--- src/sv/lpkv_pkg.sv ---
`timescale 1ns / 1ps
// ----------------------------------------------------------------------------
// lpkv_pkg: shared types and constants of the linear-probe key/value table
// Operation codes, stream word layout, and the command and status bundles
// that join the controller and the datapath.
// ----------------------------------------------------------------------------
package lpkv_pkg;

  // operation codes carried in s_tuser
  localparam logic [1:0] KIND_GET  = 2'd0;
  localparam logic [1:0] KIND_PUT  = 2'd1;
  localparam logic [1:0] KIND_DEL  = 2'd2;
  localparam logic [1:0] KIND_NONE = 2'd3;

  // input word layout
  localparam int IN_TDATA_W  = 104;
  localparam int IN_TUSER_W  = 2;
  localparam int KEY_LSB     = 0;
  localparam int LEN_LSB     = 64;
  localparam int VAL_LSB     = 68;
  localparam int IN_VAL_W    = 32;

  // output word layout
  localparam int OUT_TDATA_W = 32;
  localparam int OUT_TUSER_W = 2;
  localparam int HIT_BIT     = 0;
  localparam int FULL_BIT    = 1;

  localparam logic [31:0] HASH_MULT = 32'd37;

  typedef struct packed {
    logic load;
    logic hash_step;
    logic mod_start;
    logic mod_step;
    logic probe_init;
    logic advance;
    logic write_put;
    logic write_del;
    logic clear_write;
    logic res_hit;
    logic res_full;
    logic out_load;
  } lpkv_cmd_t;

  typedef struct packed {
    logic [1:0] kind;
    logic       hash_done;
    logic       mod_done;
    logic       occ;
    logic       match;
    logic       last_probe;
    logic       clear_last;
  } lpkv_status_t;

endpackage

--- src/sv/lpkv_ctrl.sv ---
`timescale 1ns / 1ps
// ----------------------------------------------------------------------------
// lpkv_ctrl: controller of the linear-probe key/value table
// Sequences the clearing pass, hash, remainder, probe loop and result
// hand-off, and owns the stream handshake.
// ----------------------------------------------------------------------------
module lpkv_ctrl (
  input  logic                   clk,
  input  logic                   rst,
  input  logic                   s_tvalid,
  output logic                   s_tready,
  output logic                   m_tvalid,
  input  logic                   m_tready,
  output lpkv_pkg::lpkv_cmd_t    cmd,
  input  lpkv_pkg::lpkv_status_t status
);
  import lpkv_pkg::*;

  localparam logic [2:0] S_CLEAR = 3'd0;
  localparam logic [2:0] S_IDLE  = 3'd1;
  localparam logic [2:0] S_HASH  = 3'd2;
  localparam logic [2:0] S_MOD   = 3'd3;
  localparam logic [2:0] S_READ  = 3'd4;
  localparam logic [2:0] S_EVAL  = 3'd5;
  localparam logic [2:0] S_DONE  = 3'd6;

  logic [2:0] state;
  logic [2:0] state_next;

  always_comb begin
    cmd        = '0;
    state_next = state;
    s_tready   = 1'b0;
    case (state)
      S_CLEAR: begin
        cmd.clear_write = 1'b1;
        if (status.clear_last) begin
          state_next = S_IDLE;
        end
      end
      S_IDLE: begin
        s_tready = 1'b1;
        if (s_tvalid) begin
          cmd.load   = 1'b1;
          state_next = S_HASH;
        end
      end
      S_HASH: begin
        if (status.kind == KIND_NONE) begin
          state_next = S_DONE;
        end else if (status.hash_done) begin
          cmd.mod_start = 1'b1;
          state_next    = S_MOD;
        end else begin
          cmd.hash_step = 1'b1;
        end
      end
      S_MOD: begin
        if (status.mod_done) begin
          cmd.probe_init = 1'b1;
          state_next     = S_READ;
        end else begin
          cmd.mod_step = 1'b1;
        end
      end
      S_READ: begin
        state_next = S_EVAL;
      end
      S_EVAL: begin
        state_next = S_DONE;
        if (status.kind == KIND_PUT) begin
          if (!status.occ || status.match) begin
            cmd.write_put = 1'b1;
            cmd.res_hit   = 1'b1;
          end else if (status.last_probe) begin
            cmd.res_full = 1'b1;
          end else begin
            cmd.advance = 1'b1;
            state_next  = S_READ;
          end
        end else if (status.occ) begin
          if (status.match) begin
            cmd.res_hit   = 1'b1;
            cmd.write_del = (status.kind == KIND_DEL);
          end else if (!status.last_probe) begin
            cmd.advance = 1'b1;
            state_next  = S_READ;
          end
        end
      end
      S_DONE: begin
        // hold the result until the output register frees up
        if (!m_tvalid || m_tready) begin
          cmd.out_load = 1'b1;
          state_next   = S_IDLE;
        end
      end
      default: begin
        state_next = S_IDLE;
      end
    endcase
  end

  always_ff @(posedge clk) begin
    if (rst) begin
      state    <= S_CLEAR;
      m_tvalid <= 1'b0;
    end else begin
      state <= state_next;
      if (cmd.out_load) begin
        m_tvalid <= 1'b1;
      end else if (m_tready) begin
        m_tvalid <= 1'b0;
      end
    end
  end

`ifndef ASSERT_OFF
  a_load_shows: assert property (@(posedge clk) disable iff (rst)
    cmd.out_load |=> m_tvalid)
    else $error("result loaded but not presented");

  a_one_write: assert property (@(posedge clk) disable iff (rst)
    !((cmd.write_put && cmd.write_del) || (cmd.clear_write && cmd.write_put)))
    else $error("conflicting slot writes");

  a_accept_next: assert property (@(posedge clk) disable iff (rst)
    (s_tvalid && s_tready) |=> (state == S_HASH))
    else $error("accepted word did not start the hash");

  a_write_ends: assert property (@(posedge clk) disable iff (rst)
    (cmd.write_put || cmd.write_del) |=> (state == S_DONE))
    else $error("probe continued after a slot write");
`endif

endmodule

--- config.mk ---
export PLATFORM = sky130hd
export DESIGN_NAME = lpkv_ctrl
export DESIGN_NICKNAME = d
export VERILOG_FILES = /design/src/sv/lpkv_pkg.sv /design/src/sv/lpkv_ctrl.sv
export SDC_FILE = /design/constraint.sdc
export NUM_CORES = 1
export LEC_CHECK = 0
export ABC_AREA = 1
export ABC_CLOCK_PERIOD_IN_PS = 1500
export BUFFER_PORTS_ARGS = -buffer_cell sky130_fd_sc_hd__buf_2
export CAP_MARGIN = 20
export CORE_AREA = 2 2 39 41
export DETAILED_ROUTE_END_ITERATION = 6
export DIE_AREA = 0 0 41 43
export SLEW_MARGIN = 20
export SYNTH_ARGS = -nofsm -noshare
export SYNTH_HDL_FRONTEND = slang
export SYNTH_SLANG_ARGS = --single-unit
--- constraint.sdc ---
create_clock -name clk -period 1.5 [get_ports clk]
set_clock_uncertainty 0.15 [all_clocks]
set_input_delay 0.15 -clock clk [delete_from_list [all_inputs] [get_ports clk]]
set_output_delay 0.15 -clock clk [all_outputs]
set_load 0.05 [all_outputs]
==> results of run 1 <==
-- power by group through the flow --
stage | Clock [mW] | Sequential, mW | Combinational (mW)
4_1_cts | 0.135 | 0.172 | 1.05
3_3_place_gp | 0 | 0.169 | 0.898
5_1_grt | 0.145 | 0.188 | 1.54
2_1_floorplan | 0 | 0.214 | 0.641
6_report | 0.129 | 0.184 | 1.43
3_5_place_dp | 0 | 0.172 | 0.896
-- critical path: stages, from the launching register on --
cell	delay (ns)
dfxtp_2	0.33
inv_2	0.07
nand2_2	0.07
nor2_4	0.11
inv_4	0.06
nor3_4	0.18
buf_6	0.18
-- cells in the mapped netlist --
library cell  instances  area share [%]
o211ai_1              1             1.6
nand3_1               2             2.2
inv_2                 4             3.3
nor2_1                9             7.4
o21ai_1               1             1.1
a21boi_0              1             1.6
nand2_1              16              13
nor4_1                2             2.7
ha_1                  1             2.7
nor3_1                4             4.4
a21oi_1               3             3.3
nand4_1               3             4.1
nand3_2               4             8.7
nor2_4                1             2.5
o21ai_0               1             1.1
inv_1                16              13
nand2_2               3             4.1
dfxtp_1               4              17
nor2_2                4             5.5
-- cell families (layout without fill, tap and decap cells) --
| logic type | Yosys count | after routing | share of synthesized area (%) |
|---|---|---|---|
| fa+ha+maj | 1 | 1 | 2.73 |
| flops | 4 | 4 | 17.5 |
| buf+inv | 20 | 63 | 16.4 |
| simple gates | 48 | 48 | 54.6 |
| compound gates | 7 | 7 | 8.74 |
-- routing by layer --
layer,wire length [µm],vias up,share of wire [%]
met1,637,317,39
li1,-,339,-
met4,40,0,2.4
met5,0,-,0
met2,891,19,54
met3,67,4,4.1
-- area by class of cell --
cell class / instances / area (µm²) / share of cell area, %
multi-input combinational: 56 / 468 / 44.9
inverter: 20 / 86.3 / 8.28
clock buffer: 3 / 22.5 / 2.16
tap: 16 / 20.0 / 1.92
sequential: 4 / 85.1 / 8.16
timing repair buffer: 40 / 360 / 34.6
-- worst min path at each step --
stage | start | to | slack [ns] | depth (start not counted)
2_1_floorplan | rst | m_tvalid | 0.06 | 1
3_3_place_gp | rst | m_tvalid | 0.21 | 2
3_5_place_dp | rst | m_tvalid | 0.21 | 2
4_1_cts | m_tready | m_tvalid | 0.11 | 4
5_1_grt | m_tready | m_tvalid | 0.13 | 4
6_report | m_tready | m_tvalid | 0.11 | 4
-- timing repair --
| item | in CTS | in global routing |
|---|---|---|
| endpoints found under the setup margin | 12 | 14 |
| pin swaps | 4 | 13 |
| hold endpoints to repair | 1 | 0 |
| setup buffers | 4 | 6 |
| hold buffers | 1 | 0 |
| resized for setup | 29 | 31 |
-- registers in the layout (all words and copies together) (netlist names) --
name and count:
state 3, m_tvalid 1
-- stage by stage --
stage / util [%] / hold slack [ns] / area, µm²
detailed placement: 51.2 / 0.209 / 708
floorplan: - / 0.0617 / 533
global placement: 51.2 / 0.207 / 708
CTS: 63.3 / 0.105 / 876
global route: 75.3 / 0.130 / 1040
finish: 75.3 / 0.110 / 1040
==> out/metrics.csv, run 1 <==
metric,value,unit
status,finished with violations,
failing checks,setup timing,
I/O pin cnt,26,
Post-Synthesis Cells,80,
starting density of the core,33.1,%
Tightest Pin Transition,0.249,ns
switching share of power,52.1,%
H-Tree Depth,1,
max cap viols,0,
Int Pwr,0.835,mW
register area share after synthesis,17.5,%
vias in the first global route,601,
#FFs+latches synth,4,
CTS sink cnt,4,
wire per inst,11.8,µm
DR vias,679,
Max VDD drop,0.986,mV
layout cells sized above 1,69.9,%
# setup viols final,5,
clock root cell,clkbuf_4,
die width,41,µm
met3 usage,4.71,%
GRT Resource Usage Total,17.7,%
CP Max Fanout,3,
max_slew headroom,83.5,%
Cells after DPL,125,
worst skew pair latency,0.23,ns
area grow syn2layout,128,%
nets@finish,138,
Worst Setup SP,state[1],
TritonCTS clock tree,yes,
vias per std cell,4.88,
met2 Use GR,31.3,%
leakage power,0.506,nW
WL final,1.64,mm
initial DRC count,2,
worst r2r src,state[1],
Gate power share,82.0,%
Tmin final,1.53,ns
RSZ-0062 raised after global routing,true,
CTS Buffer Depth,2,
hold violation count in the final report,0,
clock power share,7.4,%
synth unique cells,19,
Setup CP Type,reg -> out,
worst slack at placement,0.0167,ns
Synth Cell Area,458,µm²
first-pass GRT wire length,2.23,mm
Synth Net Count,93,
Die ar.,1760,µm²
clock-pin slew of the registers on the worst-case setup and hold paths,0.04,ns
RePlAce Congestion,0.783,
GR peak layer,met2,
dpl hpwl,1.02,mm
DRC Markers,0,
register share of total power,10.5,%
met1 Use GR,19.7,%
total gr overflow,0,
fillers,97,
antenna violations before repair,0,
antenna-violating nets left,0,
crit end category,output pin,
reg2reg setup slack,0.03,ns
Synth Warn #,0,
total CTS buffers,3,
Net Switching,0.907,mW
# diodes,0,
setup ws final,-0.0261,ns
Hold Path Class,in -> reg,
crit path to,cmd[6],
CP Launch Type,flop,
most frequent cells in the layout,"buf_6, inv_1, buf_2",
total power,1.74,mW
# port buffers,25,
Critical Path AT,1.23,ns
Worst R2R Path Depth,9,
Max Fclk,655,MHz
largest net degree at the start of global routing,7,
Final Non-Filler Cells,139,
power per cell area,1670,nW/µm²
"most common cell after layout, fill and taps aside",buf_6,
# rows,14,
Tcrit/Tclk final,102,%
FF-to-FF End,state[0],
core area,1380,µm²
Final Max Tran Viols,0,
TritonRoute pass-1 iters,4,
Die Ht,43,µm
Required @ worst endpoint,1.20,ns
Setup TNS,-0.0841,ns
Syn Area/Cell,5.72,µm²
No activity file was read; power rests on OpenSTA's default activity.
==> inputs of run 2 (changes only) <==
Settings changed: MAX_ROUTING_LAYER set to met4, REMOVE_ABC_BUFFERS set to 1.
==> run 2 against run 1 <==
Effect of this change: the run still ends with setup timing left; utilization decreased by 8.8 points; wire length decreased by 1.2%; worst hold slack improved by 0.0056 ns; non-clock buffer count decreased by 2; count of clock-buffer cells in the layout unchanged; sequential cell count unchanged; critical path depth decreased by 1; fmax decreased by 4.1%; critical endpoint is now cmd[1].
==> out/metrics.csv, run 2 (synthesized netlist as in run 1, its figures left out) <==
metric,value,unit,change
max_slew headroom,84.0,%,was 83.5%
status,finished with violations,,unchanged
GR peak layer,met2,,unchanged
Setup TNS,-0.204,ns,was -0.0841 ns
Hold Path Sink,m_tvalid,,unchanged
Max stage delay on crit path,0.41,ns,was 0.33 ns
Hold Path Class,in -> reg,,unchanged
met2 Use GR,27.2,%,was 31.3%
Tightest Pin Transition,0.237,ns,was 0.249 ns
CTS Buffer Depth,2,,unchanged
crit end category,output pin,,unchanged
Max VDD drop,1.14,mV,was 0.986 mV
HP Start,m_tready,,unchanged
Worst R2R Path Depth,10,,was 9
Final Cell Area,921,µm²,was 1040 µm²
vias in the first global route,555,,was 601
leakage power,0.478,nW,was 0.506 nW
total gr overflow,0,,unchanged
TritonCTS clock tree,yes,,unchanged
hold depth,4,,unchanged
clock-pin slew of the registers on the worst-case setup and hold paths,0.04,ns,about the same
total power,1.55,mW,was 1.74 mW
final hold slack,0.116,ns,was 0.110 ns
wire per inst,11.8,µm,about the same
Tmin final,1.59,ns,was 1.53 ns
met1 Use GR,20.3,%,was 19.7%
biggest regs,"state x3, m_tvalid x1",,unchanged
setup ws final,-0.0908,ns,was -0.0261 ns
Setup CP Type,reg -> out,,unchanged
DR vias,672,,was 679
layout cells sized above 1,62.8,%,was 69.9%
max reg flops,3,,unchanged
hold violation count in the final report,0,,unchanged
Worst Setup SP,state[2],,was state[1]
GRT Resource Usage Total,17.1,%,was 17.7%
DRC Markers,0,,unchanged
most frequent cells in the layout,"nand2_1, buf_4, inv_1, buf_2, buf_6",,"was buf_6, inv_1, buf_2"
first-pass GRT wire length,2.07,mm,was 2.23 mm
crit path cell chain,"inv_4, nor2_4, inv_2, nor4_2, buf_4",,"was inv_2, nand2_2, nor2_4, inv_4, nor3_4, buf_6"
reg2reg setup slack,0.03,ns,about the same
antenna violations before repair,0,,unchanged
starting density of the core,33.1,%,unchanged
Die ar.,1760,µm²,unchanged
Required @ worst endpoint,1.20,ns,about the same
Tcrit/Tclk final,106,%,was 102%
RSZ-0062 raised after global routing,true,,unchanged
worst skew pair latency,0.23,ns,about the same
# port buffers,25,,unchanged
met3 usage,6.28,%,was 4.71%
worst r2r src,state[1],,unchanged
CP Launch Type,flop,,unchanged
Die Ht,43,µm,unchanged
initial DRC count,19,,was 2
RePlAce Congestion,0.772,,was 0.783
max cap viols,0,,unchanged
vias per std cell,4.91,,was 4.88
clock root cell,clkbuf_4,,unchanged
H-Tree Depth,1,,unchanged
core area,1380,µm²,unchanged
TritonRoute pass-1 iters,4,,unchanged
CTS sink cnt,4,,unchanged
Final Max Tran Viols,0,,unchanged
failing checks,setup timing,,unchanged
total CTS buffers,3,,unchanged
largest net degree at the start of global routing,6,,was 7
WL final,1.62,mm,was 1.64 mm
Final Non-Filler Cells,137,,was 139
FF-to-FF End,state[2],,was state[0]
area grow syn2layout,101,%,was 128%
# diodes,0,,unchanged
# rows,14,,unchanged
I/O pin cnt,26,,unchanged
Max Fclk,629,MHz,was 655 MHz
power per cell area,1680,nW/µm²,was 1670 nW/µm²
# setup viols final,7,,was 5
CP Max Fanout,5,,was 3
die width,41,µm,unchanged
Critical Path AT,1.29,ns,was 1.23 ns
Crit-path slowest cell,dfxtp_2,,unchanged
Cells after DPL,127,,was 125
Post-DP Area,648,µm²,was 708 µm²
register with the most flip-flops,state,,unchanged
dpl hpwl,981,µm,was 1.02 mm
nets@finish,136,,was 138
antenna-violating nets left,0,,unchanged
-- run 2: cell types whose count changed in the layout (fill, tap and decap cells not counted), moves of 3 or more --
| cell | previous run | this run |
|---|---|---|
| inv_2 | 3 | 6 |
| nand2_2 | 7 | 4 |
| dfxtp_2 | 4 | 1 |
| buf_6 | 16 | 9 |
| buf_4 | 8 | 13 |
-- run 2: cell type report --
| class | count | area [µm²] |
|---|---|---|
| Clock buffer | 3 | 22.5 |
| Fill cell | 115 | 463 |
| Inverter | 20 | 80.1 |
| Multi-Input combinational cell | 56 | 395 |
| Sequential cell | 4 | 88.8 |
| Tap cell | 16 | 20.0 |
| Timing Repair Buffer | 38 | 314 |
-- run 2: power by group --
group	switching [mW]	total (mW)	internal, mW
Sequential	0.0705	0.229	0.159
Combinational	0.711	1.19	0.480
Clock	0.0405	0.130	0.0892
-- run 2: per-stage QoR --
stage	util (%)	worst slack (ns)
CTS	59.0	-0.109
detailed placement	46.8	0.0334
global placement	46.8	0.0553
floorplan	-	-0.972
finish	66.5	-0.0908
global route	66.5	-0.158
-- run 2: worst max path at each step --
stage,cells after the start,to,slack (ns)
finish,5,cmd[1],-0.09
global route,5,cmd[4],-0.16
CTS,6,cmd[4],-0.11
detailed placement,6,cmd[4],0.03
global placement,6,cmd[4],0.06
floorplan,4,cmd[1],-0.97
-- run 2: worst max-delay path, delay by kind of cell (launching register included) --
kind / cells / cell delay (ns)
buf+inv: 3 / 0.38
flops: 1 / 0.41
simple gates: 2 / 0.26
-- run 2: routing by layer --
metal	vias to the layer above	wire length, µm
met5	-	0
met4	0	52
met3	4	72
met2	21	875
met1	311	617
li1	336	-
-- run 2: timing repair --
action / in CTS / in global routing
buffers inserted: 5 / 1
gates resized for setup: 32 / 30
cloned: 0 / 0
setup endpoints to repair: 12 / 15
hold buffers: 1 / 0
pin swaps: 4 / 6
hold endpoints to repair: 1 / 0
